`src/rtl/core/civfr_pkg.sv`:
```
// Shared types and constants for the CI-V frame receiver/decoder.
// Used by every module under rtl/core; depends on nothing.
package civfr_pkg;

    localparam int BUF_DEPTH     = 32;
    localparam int LEN_W         = $clog2(BUF_DEPTH + 1);
    localparam int KEEP_BYTES    = 10;
    localparam int KEEP_IDX_W    = $clog2(KEEP_BYTES);
    localparam int BCD_BYTES     = 5;
    localparam int TDATA_W       = 56;

    localparam logic [7:0] PREAMBLE_BYTE = 8'hFE;
    localparam logic [7:0] END_BYTE      = 8'hFD;
    localparam logic [7:0] SUB_SMETER    = 8'h02;
    localparam logic [7:0] SUB_PTT       = 8'h00;
    localparam logic [7:0] MODE_LIMIT    = 8'd9;
    localparam logic [3:0] NIBBLE_MASK   = 4'hF;

    localparam logic [LEN_W-1:0] MIN_FRAME_LEN = LEN_W'(6);
    localparam logic [LEN_W-1:0] MIN_SHORT_LEN = LEN_W'(7);
    localparam logic [LEN_W-1:0] MIN_FREQ_LEN  = LEN_W'(10);

    // Frame byte positions
    localparam int POS_DEST = 2;
    localparam int POS_CMD  = 4;
    localparam int POS_DATA = 5;

    localparam logic [31:0] DIGIT_WEIGHT [10] = '{
        32'd1, 32'd10, 32'd100, 32'd1000, 32'd10000, 32'd100000,
        32'd1000000, 32'd10000000, 32'd100000000, 32'd1000000000
    };

    typedef enum logic [2:0] {
        CFG_CTRL_ADDR  = 3'd0,
        CFG_FREQ_READ  = 3'd1,
        CFG_FREQ_SET   = 3'd2,
        CFG_MODE_READ  = 3'd3,
        CFG_MODE_SET   = 3'd4,
        CFG_LEVEL_READ = 3'd5,
        CFG_TX_STATUS  = 3'd6
    } cfg_idx_t;

    typedef enum logic [1:0] {
        KIND_FREQ   = 2'd0,
        KIND_MODE   = 2'd1,
        KIND_SMETER = 2'd2,
        KIND_PTT    = 2'd3
    } kind_t;

    typedef struct packed {
        logic [7:0] ctrl_addr;
        logic [7:0] freq_read;
        logic [7:0] freq_set;
        logic [7:0] mode_read;
        logic [7:0] mode_set;
        logic [7:0] level_read;
        logic [7:0] tx_status;
    } cfg_t;

    // Snapshot of a closed frame: length and the bytes the decoder reads
    typedef struct packed {
        logic                           valid;
        logic [LEN_W-1:0]               len;
        logic [7:0]                     dest;
        logic [7:0]                     cmd;
        logic [BCD_BYTES-1:0][7:0]      data;
    } frame_t;

    typedef struct packed {
        kind_t       kind;
        logic [31:0] frequency_hz;
        logic [7:0]  mode_code;
        logic        mode_known;
        logic [7:0]  smeter_level;
        logic        ptt_on;
    } result_t;

endpackage

```
`src/rtl/core/civfr_cfg.sv`:
```
// Configuration register bank for the CI-V frame receiver/decoder.
// Depends on civfr_pkg.
module civfr_cfg import civfr_pkg::*; (
    input  logic       aclk,
    input  logic       aresetn,
    input  logic       cfg_valid,
    output logic       cfg_ready,
    input  logic [2:0] cfg_index,
    input  logic [7:0] cfg_data,
    output cfg_t       cfg_o
);

    cfg_t cfg_reg;
    cfg_t cfg_next;

    assign cfg_ready = 1'b1;
    assign cfg_o     = cfg_reg;

    always_comb begin
        cfg_next = cfg_reg;
        if (cfg_valid) begin
            unique case (cfg_idx_t'(cfg_index))
                CFG_CTRL_ADDR:  cfg_next.ctrl_addr  = cfg_data;
                CFG_FREQ_READ:  cfg_next.freq_read  = cfg_data;
                CFG_FREQ_SET:   cfg_next.freq_set   = cfg_data;
                CFG_MODE_READ:  cfg_next.mode_read  = cfg_data;
                CFG_MODE_SET:   cfg_next.mode_set   = cfg_data;
                CFG_LEVEL_READ: cfg_next.level_read = cfg_data;
                CFG_TX_STATUS:  cfg_next.tx_status  = cfg_data;
                default: ;
            endcase
        end
    end

    always_ff @(posedge aclk) begin
        if (!aresetn) begin
            cfg_reg.ctrl_addr  <= 8'hE0;
            cfg_reg.freq_read  <= 8'h03;
            cfg_reg.freq_set   <= 8'h05;
            cfg_reg.mode_read  <= 8'h04;
            cfg_reg.mode_set   <= 8'h06;
            cfg_reg.level_read <= 8'h15;
            cfg_reg.tx_status  <= 8'h1C;
        end else begin
            cfg_reg <= cfg_next;
        end
    end

endmodule

```
`src/rtl/core/civfr_tracker.sv`:
```
// Frame tracker: preamble detection, byte buffer and frame length.
// Emits a snapshot of each closed frame. Depends on civfr_pkg.
module civfr_tracker import civfr_pkg::*; (
    input  logic       aclk,
    input  logic       aresetn,
    input  logic       byte_fire,
    input  logic [7:0] rx_byte,
    output frame_t     close_o
);

    logic [7:0]       buf_reg  [KEEP_BYTES];
    logic [7:0]       buf_next [KEEP_BYTES];
    logic [LEN_W-1:0] len_reg;
    logic [LEN_W-1:0] len_next;
    logic [LEN_W-1:0] len_put;
    logic             in_frame_reg;
    logic             in_frame_next;
    logic             is_pre;
    logic             is_end;
    logic             do_put;
    logic             do_store;

    assign is_pre   = (rx_byte == PREAMBLE_BYTE);
    assign is_end   = (rx_byte == END_BYTE);
    assign do_put   = byte_fire && !is_pre && in_frame_reg;
    assign do_store = do_put && (len_reg < LEN_W'(KEEP_BYTES));
    // Length saturates at the buffer size
    assign len_put  = (len_reg < LEN_W'(BUF_DEPTH)) ? len_reg + LEN_W'(1) : len_reg;

    always_comb begin
        buf_next      = buf_reg;
        len_next      = len_reg;
        in_frame_next = in_frame_reg;
        if (byte_fire && is_pre) begin
            buf_next[0] = PREAMBLE_BYTE;
            if (len_reg != '0) begin
                // Preamble pending: open or restart the frame
                buf_next[1]   = PREAMBLE_BYTE;
                len_next      = LEN_W'(2);
                in_frame_next = 1'b1;
            end else begin
                len_next = LEN_W'(1);
            end
        end else if (do_put) begin
            if (do_store) begin
                buf_next[len_reg[KEEP_IDX_W-1:0]] = rx_byte;
            end
            len_next = len_put;
            if (is_end) begin
                len_next      = '0;
                in_frame_next = 1'b0;
            end
        end
    end

    always_comb begin
        close_o.valid = do_put && is_end;
        close_o.len   = len_put;
        close_o.dest  = buf_next[POS_DEST];
        close_o.cmd   = buf_next[POS_CMD];
        for (int i = 0; i < BCD_BYTES; i++) begin
            close_o.data[i] = buf_next[POS_DATA + i];
        end
    end

    always_ff @(posedge aclk) begin
        buf_reg <= buf_next;
    end

    always_ff @(posedge aclk) begin
        if (!aresetn) begin
            len_reg      <= '0;
            in_frame_reg <= 1'b0;
        end else begin
            len_reg      <= len_next;
            in_frame_reg <= in_frame_next;
        end
    end

    a_len_bound: assert property (@(posedge aclk) disable iff (!aresetn)
        len_reg <= LEN_W'(BUF_DEPTH))
        else $error("frame length above buffer size");

    a_open_len: assert property (@(posedge aclk) disable iff (!aresetn)
        in_frame_reg |-> (len_reg >= LEN_W'(2)))
        else $error("open frame without both preamble bytes");

    a_close_clears: assert property (@(posedge aclk) disable iff (!aresetn)
        close_o.valid |=> (len_reg == '0 && !in_frame_reg))
        else $error("frame state not cleared after close");

endmodule

```
`src/rtl/core/civfr_decode.sv`:
```
// Frame decoder: registered closed-frame snapshot, command decode and
// BCD sum, result register with handshake. Depends on civfr_pkg.
module civfr_decode import civfr_pkg::*; (
    input  logic    aclk,
    input  logic    aresetn,
    input  cfg_t    cfg_i,
    input  frame_t  close_i,
    output logic    in_ready,
    output logic    res_valid,
    input  logic    res_ready,
    output result_t res_o
);

    logic    d_valid_reg;
    logic    d_valid_next;
    frame_t  d_frame_reg;
    logic    m_valid_reg;
    logic    m_valid_next;
    result_t m_res_reg;
    result_t dec_res;
    logic    dec_hit;
    logic    m_free;
    logic    d_free;
    logic    addr_ok;
    logic    is_freq;
    logic    is_mode;
    logic    is_level;
    logic    is_tx;
    logic    short_ok;
    logic [31:0] bcd_sum;

    assign m_free    = !m_valid_reg || res_ready;
    assign d_free    = !d_valid_reg || m_free;
    assign in_ready  = d_free;
    assign res_valid = m_valid_reg;
    assign res_o     = m_res_reg;

    assign addr_ok  = (d_frame_reg.len >= MIN_FRAME_LEN) &&
                      (d_frame_reg.dest == cfg_i.ctrl_addr);
    assign is_freq  = (d_frame_reg.cmd == cfg_i.freq_read) ||
                      (d_frame_reg.cmd == cfg_i.freq_set);
    assign is_mode  = (d_frame_reg.cmd == cfg_i.mode_read) ||
                      (d_frame_reg.cmd == cfg_i.mode_set);
    assign is_level = (d_frame_reg.cmd == cfg_i.level_read);
    assign is_tx    = (d_frame_reg.cmd == cfg_i.tx_status);
    assign short_ok = (d_frame_reg.len >= MIN_SHORT_LEN);

    // Constant weights reduce to shift-add trees
    always_comb begin
        bcd_sum = '0;
        for (int i = 0; i < BCD_BYTES; i++) begin
            bcd_sum = bcd_sum
                + 32'(d_frame_reg.data[i][3:0] & NIBBLE_MASK) * DIGIT_WEIGHT[2*i]
                + 32'(d_frame_reg.data[i][7:4] & NIBBLE_MASK) * DIGIT_WEIGHT[2*i+1];
        end
    end

    always_comb begin
        dec_res = '0;
        dec_hit = 1'b0;
        if (addr_ok) begin
            priority if (is_freq) begin
                dec_hit              = (d_frame_reg.len >= MIN_FREQ_LEN);
                dec_res.kind         = KIND_FREQ;
                dec_res.frequency_hz = bcd_sum;
            end else if (is_mode) begin
                dec_hit            = short_ok;
                dec_res.kind       = KIND_MODE;
                dec_res.mode_code  = d_frame_reg.data[0];
                dec_res.mode_known = (d_frame_reg.data[0] < MODE_LIMIT);
            end else if (is_level) begin
                dec_hit              = short_ok && (d_frame_reg.data[0] == SUB_SMETER);
                dec_res.kind         = KIND_SMETER;
                dec_res.smeter_level = d_frame_reg.data[1];
            end else if (is_tx) begin
                dec_hit        = short_ok && (d_frame_reg.data[0] == SUB_PTT);
                dec_res.kind   = KIND_PTT;
                dec_res.ptt_on = (d_frame_reg.data[1] != 8'h00);
            end else begin
                dec_hit = 1'b0;
            end
        end
    end

    assign d_valid_next = d_free ? close_i.valid : d_valid_reg;
    assign m_valid_next = m_free ? (d_valid_reg && dec_hit) : m_valid_reg;

    always_ff @(posedge aclk) begin
        if (d_free && close_i.valid) begin
            d_frame_reg <= close_i;
        end
        if (m_free) begin
            m_res_reg <= dec_res;
        end
    end

    always_ff @(posedge aclk) begin
        if (!aresetn) begin
            d_valid_reg <= 1'b0;
            m_valid_reg <= 1'b0;
        end else begin
            d_valid_reg <= d_valid_next;
            m_valid_reg <= m_valid_next;
        end
    end

    a_result_source: assert property (@(posedge aclk) disable iff (!aresetn)
        $rose(m_valid_reg) |-> $past(d_valid_reg))
        else $error("result appeared without a closed frame");

endmodule

```
`src/rtl/core/civ_frame_receiver_decoder.sv`:
```
// Top level of the CI-V frame receiver/decoder: config bank, frame tracker
// and decoder. Depends on civfr_pkg, civfr_cfg, civfr_tracker, civfr_decode.
//
//  Channel  Direction  Payload
//  s_       in         tdata[7:0] rx_byte
//  m_       out        tuser[1:0] update_kind; tdata frequency_hz, mode_code,
//                      mode_known, smeter_level, ptt_on
//  cfg_     in         cfg_index[2:0] register, cfg_data[7:0] value
//
// One byte is accepted per cycle while s_tready is high. A closing end byte's
// frame is registered in the frame snapshot register, then passes through the
// decode and BCD sum into the result register.
// Reset (aresetn low, synchronous) clears frame state and valids; config to defaults.
// A stalled result holds in the result register while one more closed frame
// waits in the snapshot register; only then does s_tready drop.
module civ_frame_receiver_decoder import civfr_pkg::*; (
    input  logic               aclk,
    input  logic               aresetn,
    input  logic               s_tvalid,
    output logic               s_tready,
    input  logic [7:0]         s_tdata,   // [7:0] rx_byte
    output logic               m_tvalid,
    input  logic               m_tready,
    output logic [TDATA_W-1:0] m_tdata,   // [31:0] frequency_hz, [39:32] mode_code,
                                          // [40] mode_known, [48:41] smeter_level,
                                          // [49] ptt_on, [55:50] zero
    output logic [1:0]         m_tuser,   // [1:0] update_kind
    input  logic               cfg_valid,
    output logic               cfg_ready,
    input  logic [2:0]         cfg_index,
    input  logic [7:0]         cfg_data
);

    cfg_t    cfg;
    frame_t  close_frame;
    result_t res;
    logic    byte_fire;

    assign byte_fire = s_tvalid && s_tready;

    civfr_cfg u_cfg (
        .aclk      (aclk),
        .aresetn   (aresetn),
        .cfg_valid (cfg_valid),
        .cfg_ready (cfg_ready),
        .cfg_index (cfg_index),
        .cfg_data  (cfg_data),
        .cfg_o     (cfg)
    );

    civfr_tracker u_tracker (
        .aclk      (aclk),
        .aresetn   (aresetn),
        .byte_fire (byte_fire),
        .rx_byte   (s_tdata),
        .close_o   (close_frame)
    );

    civfr_decode u_decode (
        .aclk      (aclk),
        .aresetn   (aresetn),
        .cfg_i     (cfg),
        .close_i   (close_frame),
        .in_ready  (s_tready),
        .res_valid (m_tvalid),
        .res_ready (m_tready),
        .res_o     (res)
    );

    assign m_tuser = res.kind;
    assign m_tdata = {6'b0, res.ptt_on, res.smeter_level, res.mode_known,
                      res.mode_code, res.frequency_hz};

endmodule
```
`config.mk`:
```
export PLATFORM = sky130hd
export DESIGN_NAME = civ_frame_receiver_decoder
export DESIGN_NICKNAME = d
export VERILOG_FILES = /design/src/rtl/core/civfr_pkg.sv /design/src/rtl/core/civfr_cfg.sv /design/src/rtl/core/civfr_tracker.sv /design/src/rtl/core/civfr_decode.sv /design/src/rtl/core/civ_frame_receiver_decoder.sv
export SDC_FILE = /design/constraint.sdc
export NUM_CORES = 1
export LEC_CHECK = 0
export BUFFER_PORTS_ARGS = -buffer_cell sky130_fd_sc_hd__buf_2
export CORE_ASPECT_RATIO = 1.75
export CORE_UTILIZATION = 45
export CTS_CLUSTER_DIAMETER = 40
export DETAILED_ROUTE_END_ITERATION = 12
export PLACE_DENSITY = 0.75
export SLEW_MARGIN = 20
export SYNTH_ARGS = -nofsm -noshare
export SYNTH_HDL_FRONTEND = slang
export SYNTH_SLANG_ARGS = --single-unit
export TNS_END_PERCENT = 30
```
`constraint.sdc`:
```
create_clock -name aclk -period 6.6 [get_ports aclk]
set_input_delay 1.98 -clock aclk [delete_from_list [all_inputs] [get_ports aclk]]
set_output_delay 1.98 -clock aclk [all_outputs]
set_load 0.05 [all_outputs]
```
Word level (Yosys, flattened, before mapping)
Index checks and enable logic that the tools add are counted.
{"block": "op_classes", "addsub": 10, "n_mul": 9, "magnitude_cmp": 8, "eq_ne": 17, "muxes": 25, "n_bitwise": 6, "reduce_logical": 43}
{"op": "32-bit adder", "n": 8}
{"op": "72-bit two-way mux", "n": 2}
{"op": "80-bit bitwise mux", "n": 1}
{"op": "64-bit two-way mux", "n": 1}
{"op": "8-bit equality test", "n": 7}
{"op": "4-bit by 32-bit adder with 32-bit output", "n": 1}
{"op": "8-bit demux with 4-bit select", "n": 1}
{"op": "6-bit two-way mux", "n": 4}
{"op": "8-bit two-way mux", "n": 3}
{"op": "4-bit by 19-bit multiplier with 23-bit output, second input constant", "n": 1}
{"op": "4-bit by 21-bit multiplier with 23-bit output, second input constant", "n": 1}
{"op": "4-bit by 17-bit multiplier with 21-bit output, second input constant", "n": 1}
{"op": "4-bit by 14-bit multiplier with 18-bit output, second input constant", "n": 1}
{"op": "2-bit AND reduction", "n": 9}
{"op": "8-bit equality test, second input constant", "n": 2}
{"op": "4-bit by 12-bit multiplier with 16-bit output, second input constant", "n": 1}
{"op": "4-bit by 10-bit multiplier with 14-bit output, second input constant", "n": 1}
{"op": "6-bit by 3-bit greater-or-equal comparator with 1-bit output, second input constant", "n": 2}
{"op": "1-bit logical AND", "n": 12}
{"op": "4-bit by 7-bit multiplier with 11-bit output, second input constant", "n": 1}
{"op": "1-bit two-way mux", "n": 10}
{"op": "3-bit equality test, second input constant", "n": 3}
{"op": "4-bit by 5-bit multiplier with 9-bit output, second input constant", "n": 1}
{"op": "3-bit AND reduction", "n": 3}
{"op": "other kinds (26)", "n": 41}
{"block": "word_totals", "reg_bits": 259, "inputBits": 24, "output_inout_bits": 61, "word_cells": 154}

Logic depth before layout (Yosys ltp)
Gate-level depths: netlist (run 1).
{"block": "depth", "ltp_word": 10, "ltp_mapped": 31, "ltp_nobuf": 31}

Hierarchy
Synthesis (run 1) repeated with hierarchy kept, for this count alone.
{"block": "hier_totals", "hier_cells": 1639, "area_unflattened_um2": 17857.1}
{"module": "civfr_decode", "instances": 1, "cells_each": 1231, "area_per_inst_um2": 13217.7, "seq_area_each_um2": 3463.3}
{"module": "civfr_tracker", "instances": 1, "cells_each": 192, "area_per_inst_um2": 2396.0, "seq_area_each_um2": 1261.2}
{"module": "civfr_cfg", "instances": 1, "cells_each": 208, "area_per_inst_um2": 2188.3, "seq_area_each_um2": 1121.1}
{"module": "civ_frame_receiver_decoder", "instances": 1, "cells_each": 8, "area_per_inst_um2": 55.1, "seq_area_each_um2": 0.0}

Worst setup path before layout (run 1)
OpenSTA, ideal clock, no wires.
{"block": "synth_path", "path_type": "register -> register", "from": "register u_decode.d_frame_reg[14] (netlist bit)", "to": "register u_decode.m_res_reg (netlist bit u_decode.res_o[48]) (data pin)", "setup_ns": 0.266, "arrival_ns": 6.718, "t_required_ns": 6.334, "setup_slack_ns": -0.384, "stages_incl_launch_ff": 29, "path_buffers": 0, "period_less_slack_ns": 6.984, "path_cell_list": "edfxtp_1 -> fa_1 -> inv_1 -> fa_1 -> inv_1 -> ha_1 -> a21oi_1 -> nor2b_1 -> nor2_1 -> nor2_1 -> nor2_1 -> o21ai_0 -> a21oi_1 -> xnor2_1 -> fa_1 -> inv_1 -> fa_1 -> fa_1 -> fa_1 -> inv_1 -> ha_1 -> and4_1 -> a21oi_1 -> a31oi_1 -> a221o_1 -> a41o_1 -> o21ai_1 -> xor2_1 -> nor2_1"}
{"block": "synth_between", "elab_chain_len": 8}
{"item": "from (decl)", "line_no": "civfr_decode.sv:16", "text": "frame_t d_frame_reg;"}
{"item": "from (signal assigned)", "line_no": "civfr_decode.sv:90", "text": "d_frame_reg <= close_i;"}
{"item": "4-bit by 7-bit multiplier with 11-bit output", "line_no": "civfr_decode.sv:54", "text": "+ 32'(d_frame_reg.data[i][7:4] & NIBBLE_MASK) * DIGIT_WEIGHT[2*i+1];"}
{"item": "32-bit adder", "line_no": "civfr_decode.sv:54"}
{"item": "32-bit adder", "line_no": "civfr_decode.sv:53", "text": "+ 32'(d_frame_reg.data[i][3:0] & NIBBLE_MASK) * DIGIT_WEIGHT[2*i]"}
{"item": "32-bit adder", "line_no": "civfr_decode.sv:54"}
{"item": "32-bit adder", "line_no": "civfr_decode.sv:53"}
{"item": "32-bit adder", "line_no": "civfr_decode.sv:54"}
{"item": "32-bit adder", "line_no": "civfr_decode.sv:53"}
{"item": "32-bit adder", "line_no": "civfr_decode.sv:54"}
{"item": "to (signal assigned)", "line_no": "civfr_decode.sv:93", "text": "m_res_reg <= dec_res;"}
{"item": "to (decl)", "line_no": "civfr_decode.sv:19", "text": "result_t m_res_reg;"}
Every way passes these cells.
A chain may end at the register's enable or synchronous reset.

Final worst setup path (run 1)
{"block": "layout_path", "from": "register u_decode.d_frame_reg[15] (netlist bit)", "to": "register u_decode.m_res_reg (netlist bit u_decode.res_o[47]) (data pin)"}
The elaborated chain is that of the path after synthesis.

==> metrics, run 1 <==
Critical Path AT 7.24 ns; vias in the first global route 13357; synthesis warning total 0; Max Cap Viol 0; fin worst setup slack -0.3678 ns; first-pass GRT wire length 65090 um; asr flop ratio synth 0; diode count 0; final setup fails 9; Via density 5.292; Worst setup EP type register; Core Box Area 0.03839 mm^2; cts bufs inserted 25; I/O Buffers 77; Worst slew margin 0.3834; CTS clk-pin slew, worst paths 0.07 ns; pin count of the biggest net entering global routing 54; clock sinks 235; PwrDens 150.0 mW/mm^2; DR iter-0 viols 425; post-layout minimum cycle time 6.968 ns; DRC 0; adder-cell share of the synthesized area 0.3078; Crit path largest cell delay 0.59 ns; Main synth FF type dfxtp_1; count of cell types in the netlist 62; most common cell after layout, fill and taps aside ha_1; cell repeated most along the worst path fa_1; GRT Util Overall 0.2095; post-synthesis compound-gate area fraction 0.08336; hold buffer count at cts 0; layout cells sized above 1 0.1775; Reg area 0.005846 mm^2; post-synth top area share 0.1948; worst hold slack 0.4644 ns; Final Hold Viols 0; width of the die 151.4 um; area of the multi-input gates 0.01104 mm^2; RSZ-0062 raised after global routing yes; Post-synth EDFFs 114; Hold Crit Class reg -> reg; Starting Density 0.4578; fill count 3329; Setup CP Type reg -> reg; worst-skew pair later-pin latency 0.56 ns; Final Max Tran Viols 0; slowest CP cell fa_1; Leakage Power 0.01028 uW; Ports 85; cell taking the most area after synthesis edfxtp_1; Setup WS pre-CTS -0.3422 ns; Synth Area in Simple Gates 0.1052; CTS Root Cell clkbuf_16; violated checks setup timing; CP startpoint u_decode.d_frame_reg[15]$_DFFE_PP_; sequential share of the synthesized area 0.3326; clock tree buffer depth 3; CP Max Fanout 4; die area 0.03989 mm^2; Final period util 1.056; nets@finish 2242; status finished, violations left; commonest non-fill, non-tap cells in the layout ha_1 (237), inv_1 (201), nand2_1 (155); clk_skew 0.02603 ns; Area growth, synth to finish 15.25%; Crit Reg-Reg Startpoint u_decode.d_frame_reg[15]$_DFFE_PP_; startpoint types register; Detailed Route WL 40780 um; worst vdd ir 251.4 uV; Final HPWL DP 33180 um; Avg Inst Size Synth 10.44 um^2; gpl congestion 0.9377; CP Data Required Time 6.87 ns; Hold Crit Start u_cfg.cfg_o[21]$_SDFFE_PN0P_; Vias 12494; Fmax 143.5 MHz; row cnt 95; FF+latch count, synth 235; fraction of synthesized area in multiplexers 0.03773; main combinational cell family by area after synthesis adder cells; max reg flops 62; Die Ht 263.4 um; DRT Pass-1 Iters 6; post-route ant nets 0; Synth area leaders edfxtp_1 (19%), ha_1 (17%), dfxtp_1 (14%); measured slew at the worst slew-check pin 0.9236 ns; htree depth 1; wire per inst 17.27 um; TritonCTS clock tree built; total gr overflow 0; Post-Syn Area 0.01758 mm^2; Mapped Cells 1684; XOR/XNOR share of the synthesized area 0.07923; initial antenna violation count 0
[report_power, final]
part | internal [uW] | switching (uW)
Combinational | 18.8 | 53.2
Clock | 826 | 612
Sequential | 1520 | 5.76
Total | 2370 | 671
[kinds of logic after synthesis]
| logic type | count (synthesis) |
|---|---|
| adders and majority gates | 361 |
| DFF | 235 |
| muxes | 59 |
| buffers and inverters | 243 |
| and+or+nand+nor | 395 |
| other | 2 |
| AOI/OAI and AO/OA | 230 |
| xor gates and xnor gates | 159 |
[area by class of cell]
cell class	count	share of cell area
Tap cell	485	0.02995
Multi-Input combinational cell	1211	0.5447
Timing Repair Buffer	178	0.05645
Clock inverter	17	0.008956
Sequential cell	235	0.2886
Inverter	206	0.03817
Clock buffer	29	0.03317
[routing by layer]
metal	track usage	vias up	wire (um)
met2	0.4210	258	23220
met3	0.01993	118	1132
met1	0.1974	6085	14140
met5	0	-	0
met4	0.1154	0	2292
li1	-	6033	-
[cell usage after synthesis (6+ instances only)]
cell and number:
edfxtp_1 114, mux2_2 58, and3_1 12, a211oi_1 7, o21ai_0 24, nand4_1 7, ha_1 242, buf_4 7
xor2_1 81, dfxtp_1 121, or2_2 6, and2_1 17, nand2_1 156, nor4_1 16, nand3_1 36, xnor2_1 78
a21oi_1 101, a31oi_1 8, o21bai_1 9, o21a_1 10, nand2b_1 13, nor2b_1 18, nor3_1 28, clkbuf_1 25
fa_1 119, nor2_1 70, inv_1 206, a21o_1 32
[worst max-delay path, delay by kind of cell (launching register included)]
family,cells,cell delay [ns]
XOR/XNOR,1,0.10
flip-flops,1,0.42
AND/OR/NAND/NOR,6,0.47
buffers and inverters,5,0.38
AO/OA/AOI/OAI,9,1.69
adder cells (fa/ha/maj),8,3.61
[final timing paths]
kind,endpoint,slack (ns),depth (start not counted)
setup reg to reg,u_decode.res_o[47]$_SDFFCE_PN0P_,-0.37,29
hold / removal,u_cfg.cfg_o[21]$_SDFFE_PN0P_,0.46,2
hold reg to reg,u_cfg.cfg_o[21]$_SDFFE_PN0P_,0.46,2
setup / recovery,u_decode.res_o[47]$_SDFFCE_PN0P_,-0.37,29
[timing repair]
item / in CTS / in global routing
setup endpoints to repair: 9 / 16
setup buffers: 0 / 3
pin swaps: 4 / 20
gates resized for setup: 6 / 27
[per-stage QoR]
step | std cells | util | total power (uW) | TNS, ns | instance area [um^2]
after floorplan | 1689 | - | 1601 | 0 | 17680
after global placement | 2312 | 0.5011 | 1631 | -0.9264 | 19240
after detailed placement | 2312 | 0.5011 | 1632 | -1.769 | 19240
after CTS | 2358 | 0.5242 | 3070 | -1.566 | 20130
after global routing | 2361 | 0.5277 | 3134 | -5.050 | 20260
final | 2361 | 0.5277 | 3038 | -1.901 | 20260
(Power assumes the default switching activity.)
==> inputs of run 2 (changes only) <==
--- a/config.mk
+++ b/config.mk
@@ -5,7 +5,9 @@
 export SDC_FILE = /design/constraint.sdc
 export NUM_CORES = 1
 export LEC_CHECK = 0
+export ABC_AREA = 1
 export BUFFER_PORTS_ARGS = -buffer_cell sky130_fd_sc_hd__buf_2
+export CAP_MARGIN = 15
 export CORE_ASPECT_RATIO = 1.75
 export CORE_UTILIZATION = 45
 export CTS_CLUSTER_DIAMETER = 40
==> run 2 against run 1 <==
Compared with the run above:
- the flow now finishes without violations
- count of clock-buffer cells in the layout rose by 8
- cell area rose by 5.5%
- critical path depth did not move
- clock power rose by 15%
- first-iteration DRC count rose by 60%
- synthesized cell count rose by 28%
- synthesized area rose by 7.7%
- power rose by 7.8%
- sequential power barely moved
- non-clock buffer count fell by 52
- flip-flop and latch count did not move
==> metrics, run 2 <==
Ports 85 (unchanged); Post-synth top cells nand2_1 (353), inv_1 (343), ha_1 (242), nor2_1 (205), a21oi_1 (136) (was ha_1 (242), inv_1 (206), nand2_1 (156), dfxtp_1 (121), fa_1 (119)); die area 0.04294 mm^2 (was 0.03989 mm^2); vias in the first global route 15802 (was 13357); gpl congestion 0.9503 (was 0.9377); clock tree buffer depth 3 (unchanged); DRT Pass-1 Iters 5 (was 6); Switching Share 0.2211 (was 0.2208); Clock power frac 0.506 (was 0.473); Worst slew margin 0.4140 (was 0.3834); startpoint types register (unchanged); TritonCTS clock tree built (unchanged); PwrDens 153.1 mW/mm^2 (was 150.0 mW/mm^2); htree depth 1 (unchanged); fin worst setup slack 0.1997 ns (was -0.3678 ns); synthesis warning total 0 (unchanged); final setup fails 0 (was 9); Critical Path AT 6.69 ns (was 7.24 ns); count of cell types in the netlist 58 (was 62); Area growth, synth to finish 12.90% (was 15.25%); Crit path largest cell delay 0.59 ns (about the same); Final HPWL DP 40090 um (was 33180 um); Vias 14842 (was 12494); Max Cap Viol 0 (unchanged); DRC 0 (unchanged); row cnt 99 (was 95); Die Ht 273.4 um (was 263.4 um); clk_skew 0.03706 ns (was 0.02603 ns); I/O Buffers 77 (unchanged); Seq pwr share 0.468 (was 0.503); post-synth top area share 0.1808 (was 0.1948); post-route ant nets 0 (unchanged); Switch Pwr 724.1 uW (was 670.9 uW); Starting Density 0.4550 (was 0.4578); initial antenna violation count 1 (was 0); nets@finish 2661 (was 2242); CTS Root Cell clkbuf_16 (unchanged); Detailed Route WL 49270 um (was 40780 um); commonest non-fill, non-tap cells in the layout nand2_1 (342), inv_1 (337), ha_1 (234) (was ha_1 (237), inv_1 (201), nand2_1 (155)); cts bufs inserted 28 (was 25); GRT Util Overall 0.2361 (was 0.2095); DR iter-0 viols 681 (was 425); dpl cell area 0.02001 mm^2 (was 0.01924 mm^2); layout cells sized above 1 0.1314 (was 0.1775); Leakage Power 0.01079 uW (was 0.01028 uW); Setup WS pre-CTS -0.2374 ns (was -0.3422 ns); pin count of the biggest net entering global routing 60 (was 54); Setup CP Type reg -> reg (unchanged); total gr overflow 0 (unchanged); Avg Inst Size Synth 8.764 um^2 (was 10.44 um^2); FF+latch count, synth 235 (unchanged); asr flop ratio synth 0 (unchanged); cell taking the most area after synthesis edfxtp_1 (unchanged); most numerous cell in the Yosys netlist nand2_1 (was ha_1); most common cell after layout, fill and taps aside nand2_1 (was ha_1); RSZ-0062 raised after global routing yes (unchanged); clock sinks 235 (unchanged); fin area 0.02138 mm^2 (was 0.02026 mm^2); CP Data Required Time 6.89 ns (was 6.87 ns); Final Max Tran Viols 0 (unchanged); worst vdd ir 229.0 uV (was 251.4 uV); Internal 2551 uW (was 2367 uW); CP Max Fanout 5 (was 4); worst-skew pair later-pin latency 0.58 ns (was 0.56 ns); max reg flops 62 (unchanged); first-pass GRT wire length 78340 um (was 65090 um); Post-synth EDFFs 114 (unchanged); Design Power 3275 uW (was 3038 uW); width of the die 157.1 um (was 151.4 um); Hold Crit Class reg -> reg (unchanged); sequential share of the synthesized area 0.3087 (was 0.3326); Final Hold Viols 0 (unchanged); Post-Syn Area 0.01894 mm^2 (was 0.01758 mm^2); Comb power frac 0.026 (was 0.024); status completed (was finished, violations left); post-layout minimum cycle time 6.400 ns (was 6.968 ns); measured slew at the worst slew-check pin 0.8791 ns (was 0.9236 ns); Mapped Cells 2161 (was 1684); worst hold slack 0.4586 ns (was 0.4644 ns); wire per inst 17.26 um (was 17.27 um); Core Box Area 0.04162 mm^2 (was 0.03839 mm^2); Fmax 156.2 MHz (was 143.5 MHz); slowest CP cell fa_1 (unchanged); Main synth FF type dfxtp_1 (unchanged); CTS clk-pin slew, worst paths 0.06 ns (was 0.07 ns); Final period util 0.9697 (was 1.056); Synth area leaders edfxtp_1 (18%), ha_1 (16%), dfxtp_1 (13%) (was edfxtp_1 (19%), ha_1 (17%), dfxtp_1 (14%)); Worst setup EP type register (unchanged); Via density 5.200 (was 5.292)
==> run 2: cell families (layout without fill, tap and decap cells) <==
family	after synthesis	in the layout	synth area share
AOI/OAI and AO/OA	337	337	0.09910
xor gates and xnor gates	116	116	0.05365
adders and majority gates	361	361	0.2857
buffers and inverters	400	532	0.08860
DFF	235	235	0.3087
other	2	8	0.0003966
and+or+nand+nor	710	710	0.1639
==> run 2: layer usage <==
| metal | wire [um] | GRT usage | vias to the layer above |
|---|---|---|---|
| met5 | 0 | 0 | - |
| met2 | 26750 | 0.4577 | 428 |
| li1 | - | - | 7233 |
| met3 | 1691 | 0.03024 | 200 |
| met4 | 4580 | 0.1998 | 0 |
| met1 | 16250 | 0.2108 | 6981 |
==> run 2: critical path, delay by kind of cell (launching register included) <==
family                     cells  cell delay (ns)
AOI/OAI and AO/OA              6             0.91
xor gates and xnor gates       1             0.10
adders and majority gates      8             3.54
buffers and inverters          5             0.36
DFF                            1             0.42
and+or+nand+nor                9             0.76
==> run 2: path summary, 6_finish.rpt <==
path | startpoint | end | slack [ns] | depth (start not counted)
min reg2reg | u_cfg.cfg_o[49]$_SDFFE_PN0P_ | u_cfg.cfg_o[49]$_SDFFE_PN0P_ | 0.46 | 2
min | u_cfg.cfg_o[49]$_SDFFE_PN0P_ | u_cfg.cfg_o[49]$_SDFFE_PN0P_ | 0.46 | 2
max | u_decode.d_frame_reg[15]$_DFFE_PP_ | u_decode.res_o[43]$_SDFFCE_PN0P_ | 0.20 | 29
max reg2reg | u_decode.d_frame_reg[15]$_DFFE_PP_ | u_decode.res_o[43]$_SDFFCE_PN0P_ | 0.20 | 29
==> run 2: layout make-up <==
cell class              count  area (um^2)
fillers                  3856        20240
clock inverters            15        224.0
well taps                 555        694.4
inverters                 354         1334
repair buffers            126        757.0
clock buffers              37        808.3
diodes                      1        2.502
flip-flops and latches    235         5846
multi-input cells        1531        11720
==> run 2: power groups by stage <==
stage                     combinational (uW)  clock [uW]  sequential, uW
final                                   84.3        1660            1530
after global routing                    93.5        1740            1530
after CTS                               84.4        1680            1530
after detailed placement                83.9           0            1560
after global placement                  81.4           0            1560
after floorplan                         59.1           0            1560
==> run 2: stage by stage <==
step           cells    util   TNS, ns
3_5_place_dp    2794  0.4807   -0.5109
2_1_floorplan   2166       -         0
4_1_cts         2847  0.5064         0
5_1_grt         2853  0.5137   -0.3591
3_3_place_gp    2794  0.4807  -0.03169
6_report        2854  0.5137         0
==> run 2: timing repair <==
| action | in CTS | in global routing |
|---|---|---|
| buffers inserted | 1 | 6 |
| pin swaps | 3 | 35 |
| endpoints found under the setup margin | 9 | 18 |
| gates resized for setup | 12 | 73 |
| hold buffers | 0 | 0 |
==> inputs of run 3 (changes only) <==
--- a/config.mk
+++ b/config.mk
@@ -12,7 +12,7 @@
 export CORE_UTILIZATION = 45
 export CTS_CLUSTER_DIAMETER = 40
 export DETAILED_ROUTE_END_ITERATION = 12
-export PLACE_DENSITY = 0.75
+export PLACE_DENSITY = 0.74
 export SLEW_MARGIN = 20
 export SYNTH_ARGS = -nofsm -noshare
 export SYNTH_HDL_FRONTEND = slang
==> run 3 against run 2 <==
Compared with the run above:
- sequential share of layout area increased by 0.28 points
- power down 7.0%
- largest cell class unchanged
- flip-flop and latch count stayed put
- global-route usage grew 0.19 points
- utilization is 0.51 points lower
- clock skew down 0.011 ns
- final cell count is essentially flat
- register-to-register slack worse by 0.02 ns
- first-iteration DRC count increased by 8.1%
- die area unchanged
- largest power group is now sequential cells
==> metrics, run 3 (synthesized netlist as in run 2, its figures left out) <==
status completed (unchanged); post-route ant nets 0 (unchanged); Vias 14903 (was 14842); Final HPWL DP 40540 um (was 40090 um); total gr overflow 0 (unchanged); DRT Pass-1 Iters 9 (was 5); TritonCTS clock tree built (unchanged); Final period util 0.9730 (was 0.9697); setup tns final 0 ns (unchanged); worst-skew pair later-pin latency 0.57 ns (was 0.58 ns); CP Max Fanout 3 (was 5); commonest non-fill, non-tap cells in the layout nand2_1 (350), inv_1 (340), ha_1 (234) (was nand2_1 (342), inv_1 (337), ha_1 (234)); width of the die 157.1 um (unchanged); layout cells sized above 1 0.1227 (was 0.1314); R2R cell count 28 (was 29); Hold Crit Class reg -> reg (unchanged); pin count of the biggest net entering global routing 60 (unchanged); Switch Pwr 708.7 uW (was 724.1 uW); M2 GR Usage 0.4733 (was 0.4577); Area growth, synth to finish 11.77% (was 12.90%); Starting Density 0.4550 (unchanged); Via density 5.224 (was 5.200); Core Box Area 0.04162 mm^2 (unchanged); CTS Root Cell clkbuf_16 (unchanged); measured slew at the worst slew-check pin 0.9102 ns (was 0.8791 ns); htree depth 1 (unchanged); clk_skew 0.02655 ns (was 0.03706 ns); wire per inst 17.40 um (was 17.26 um); CP Data Required Time 6.91 ns (was 6.89 ns); cts bufs inserted 27 (was 28); hold buffer count at cts 0 (unchanged); GRT met3 Usage 0.02739 (was 0.03024); clock tree buffer depth 3 (unchanged); Ports 85 (unchanged); RSZ-0062 raised after global routing yes (unchanged); Clock power frac 0.469 (was 0.506); Die Ht 273.4 um (unchanged); diode count 0 (was 1); Crit path largest cell delay 0.59 ns (about the same); Final Hold Viols 0 (unchanged); die area 0.04294 mm^2 (unchanged); Switching Share 0.2327 (was 0.2211); worst vdd ir 213.7 uV (was 229.0 uV); Final Max Tran Viols 0 (unchanged); Seq pwr share 0.504 (was 0.468); Max Cap Viol 0 (unchanged); Fmax 155.7 MHz (was 156.2 MHz); gpl congestion 0.9998 (was 0.9503); initial antenna violation count 1 (unchanged); Most Used Layer, Global Route met2 (unchanged); PwrDens 143.9 mW/mm^2 (was 153.1 mW/mm^2); Worst setup EP type register (unchanged); Detailed Route WL 49630 um (was 49270 um); DRC 0 (unchanged); nets@finish 2662 (was 2661); Internal 2337 uW (was 2551 uW); vias in the first global route 15513 (was 15802); hold path cells 2 (unchanged); GRT Util Overall 0.2380 (was 0.2361); Worst slew margin 0.3932 (was 0.4140); DR iter-0 viols 736 (was 681); Setup CP Type reg -> reg (unchanged); startpoint types register (unchanged); I/O Buffers 77 (unchanged); slowest CP cell fa_1 (unchanged); CTS clk-pin slew, worst paths 0.06 ns (about the same); worst hold slack 0.4637 ns (was 0.4586 ns); grt met1 use 0.2107 (was 0.2108); most common cell after layout, fill and taps aside nand2_1 (unchanged); row cnt 99 (unchanged); Leakage Power 0.01075 uW (was 0.01079 uW); Critical Path AT 6.73 ns (was 6.69 ns); Comb power frac 0.028 (was 0.026); r2r setup slk 0.18 ns (was 0.20 ns); clock sinks 235 (unchanged); post-layout minimum cycle time 6.422 ns (was 6.400 ns); max reg flops 62 (unchanged); first-pass GRT wire length 78150 um (was 78340 um); final setup fails 0 (unchanged)
## run 3: changes by cell type in the layout (fill, tap and decap cells not counted), sizes merged
| cell | delta |
|---|---|
| diode | -1 |
| clkinvlp | -2 |
| buf | +2 |
| clkinv | +3 |
| inv | +3 |
| clkbuf | -3 |
| bufinv | -3 |
## run 3: stage by stage
stage	instance area (um^2)	utilization	setup slack, ns	std cells	power, uW
after detailed placement	20020	0.4811	-0.09544	2796	1649
after global placement	20020	0.4811	-0.01441	2796	1646
final	21170	0.5086	0.1780	2853	3045
after global routing	21170	0.5086	-0.09619	2853	3128
after floorplan	18960	-	0.2938	2166	1622
after CTS	20890	0.5019	-0.01368	2846	3070
## run 3: worst max-delay path: cells and delay by family, from the launching register on
family	cells	cell delay, ns
adders and majority gates	8	3.60
buffers and inverters	4	0.23
AOI/OAI and AO/OA	8	1.25
and+or+nand+nor	7	0.58
xor gates and xnor gates	1	0.10
DFF	1	0.42
## run 3: power by group through the flow
| stage | clock network, uW | logic, uW | registers [uW] |
|---|---|---|---|
| after floorplan | 0 | 59.1 | 1560 |
| after global placement | 0 | 81.4 | 1560 |
| after detailed placement | 0 | 84.1 | 1570 |
| after CTS | 1450 | 84.5 | 1530 |
| after global routing | 1500 | 92.8 | 1530 |
| final | 1430 | 84.0 | 1530 |
## run 3: layout make-up
cell class | count | area (um^2)
fillers | 3887 | 20450
multi-input cells | 1531 | 11670
flip-flops and latches | 235 | 5846
inverters | 354 | 1334
repair buffers | 128 | 768.2
clock buffers | 34 | 711.9
well taps | 555 | 694.4
clock inverters | 16 | 142.6
## run 3: worst paths after layout
check                                          end                                from
setup / recovery  u_decode.res_o[43]$_SDFFCE_PN0P_  u_decode.d_frame_reg[14]$_DFFE_PP_
hold reg to reg       u_cfg.cfg_o[28]$_SDFFE_PN0P_        u_cfg.cfg_o[28]$_SDFFE_PN0P_
hold / removal        u_cfg.cfg_o[28]$_SDFFE_PN0P_        u_cfg.cfg_o[28]$_SDFFE_PN0P_
setup reg to reg  u_decode.res_o[43]$_SDFFCE_PN0P_  u_decode.d_frame_reg[14]$_DFFE_PP_
## run 3: routing by layer
layer,vias up,wire length [um]
li1,7237,-
met1,7053,15930
met2,425,27720
met3,186,1709
met4,2,4255
met5,-,14
## run 3: what timing repair did
| item | CTS | global route |
|---|---|---|
| gates resized for setup | 5 | 58 |
| endpoints found under the setup margin | 4 | 18 |
| pin swaps | 0 | 13 |
| setup buffers | 0 | 7 |
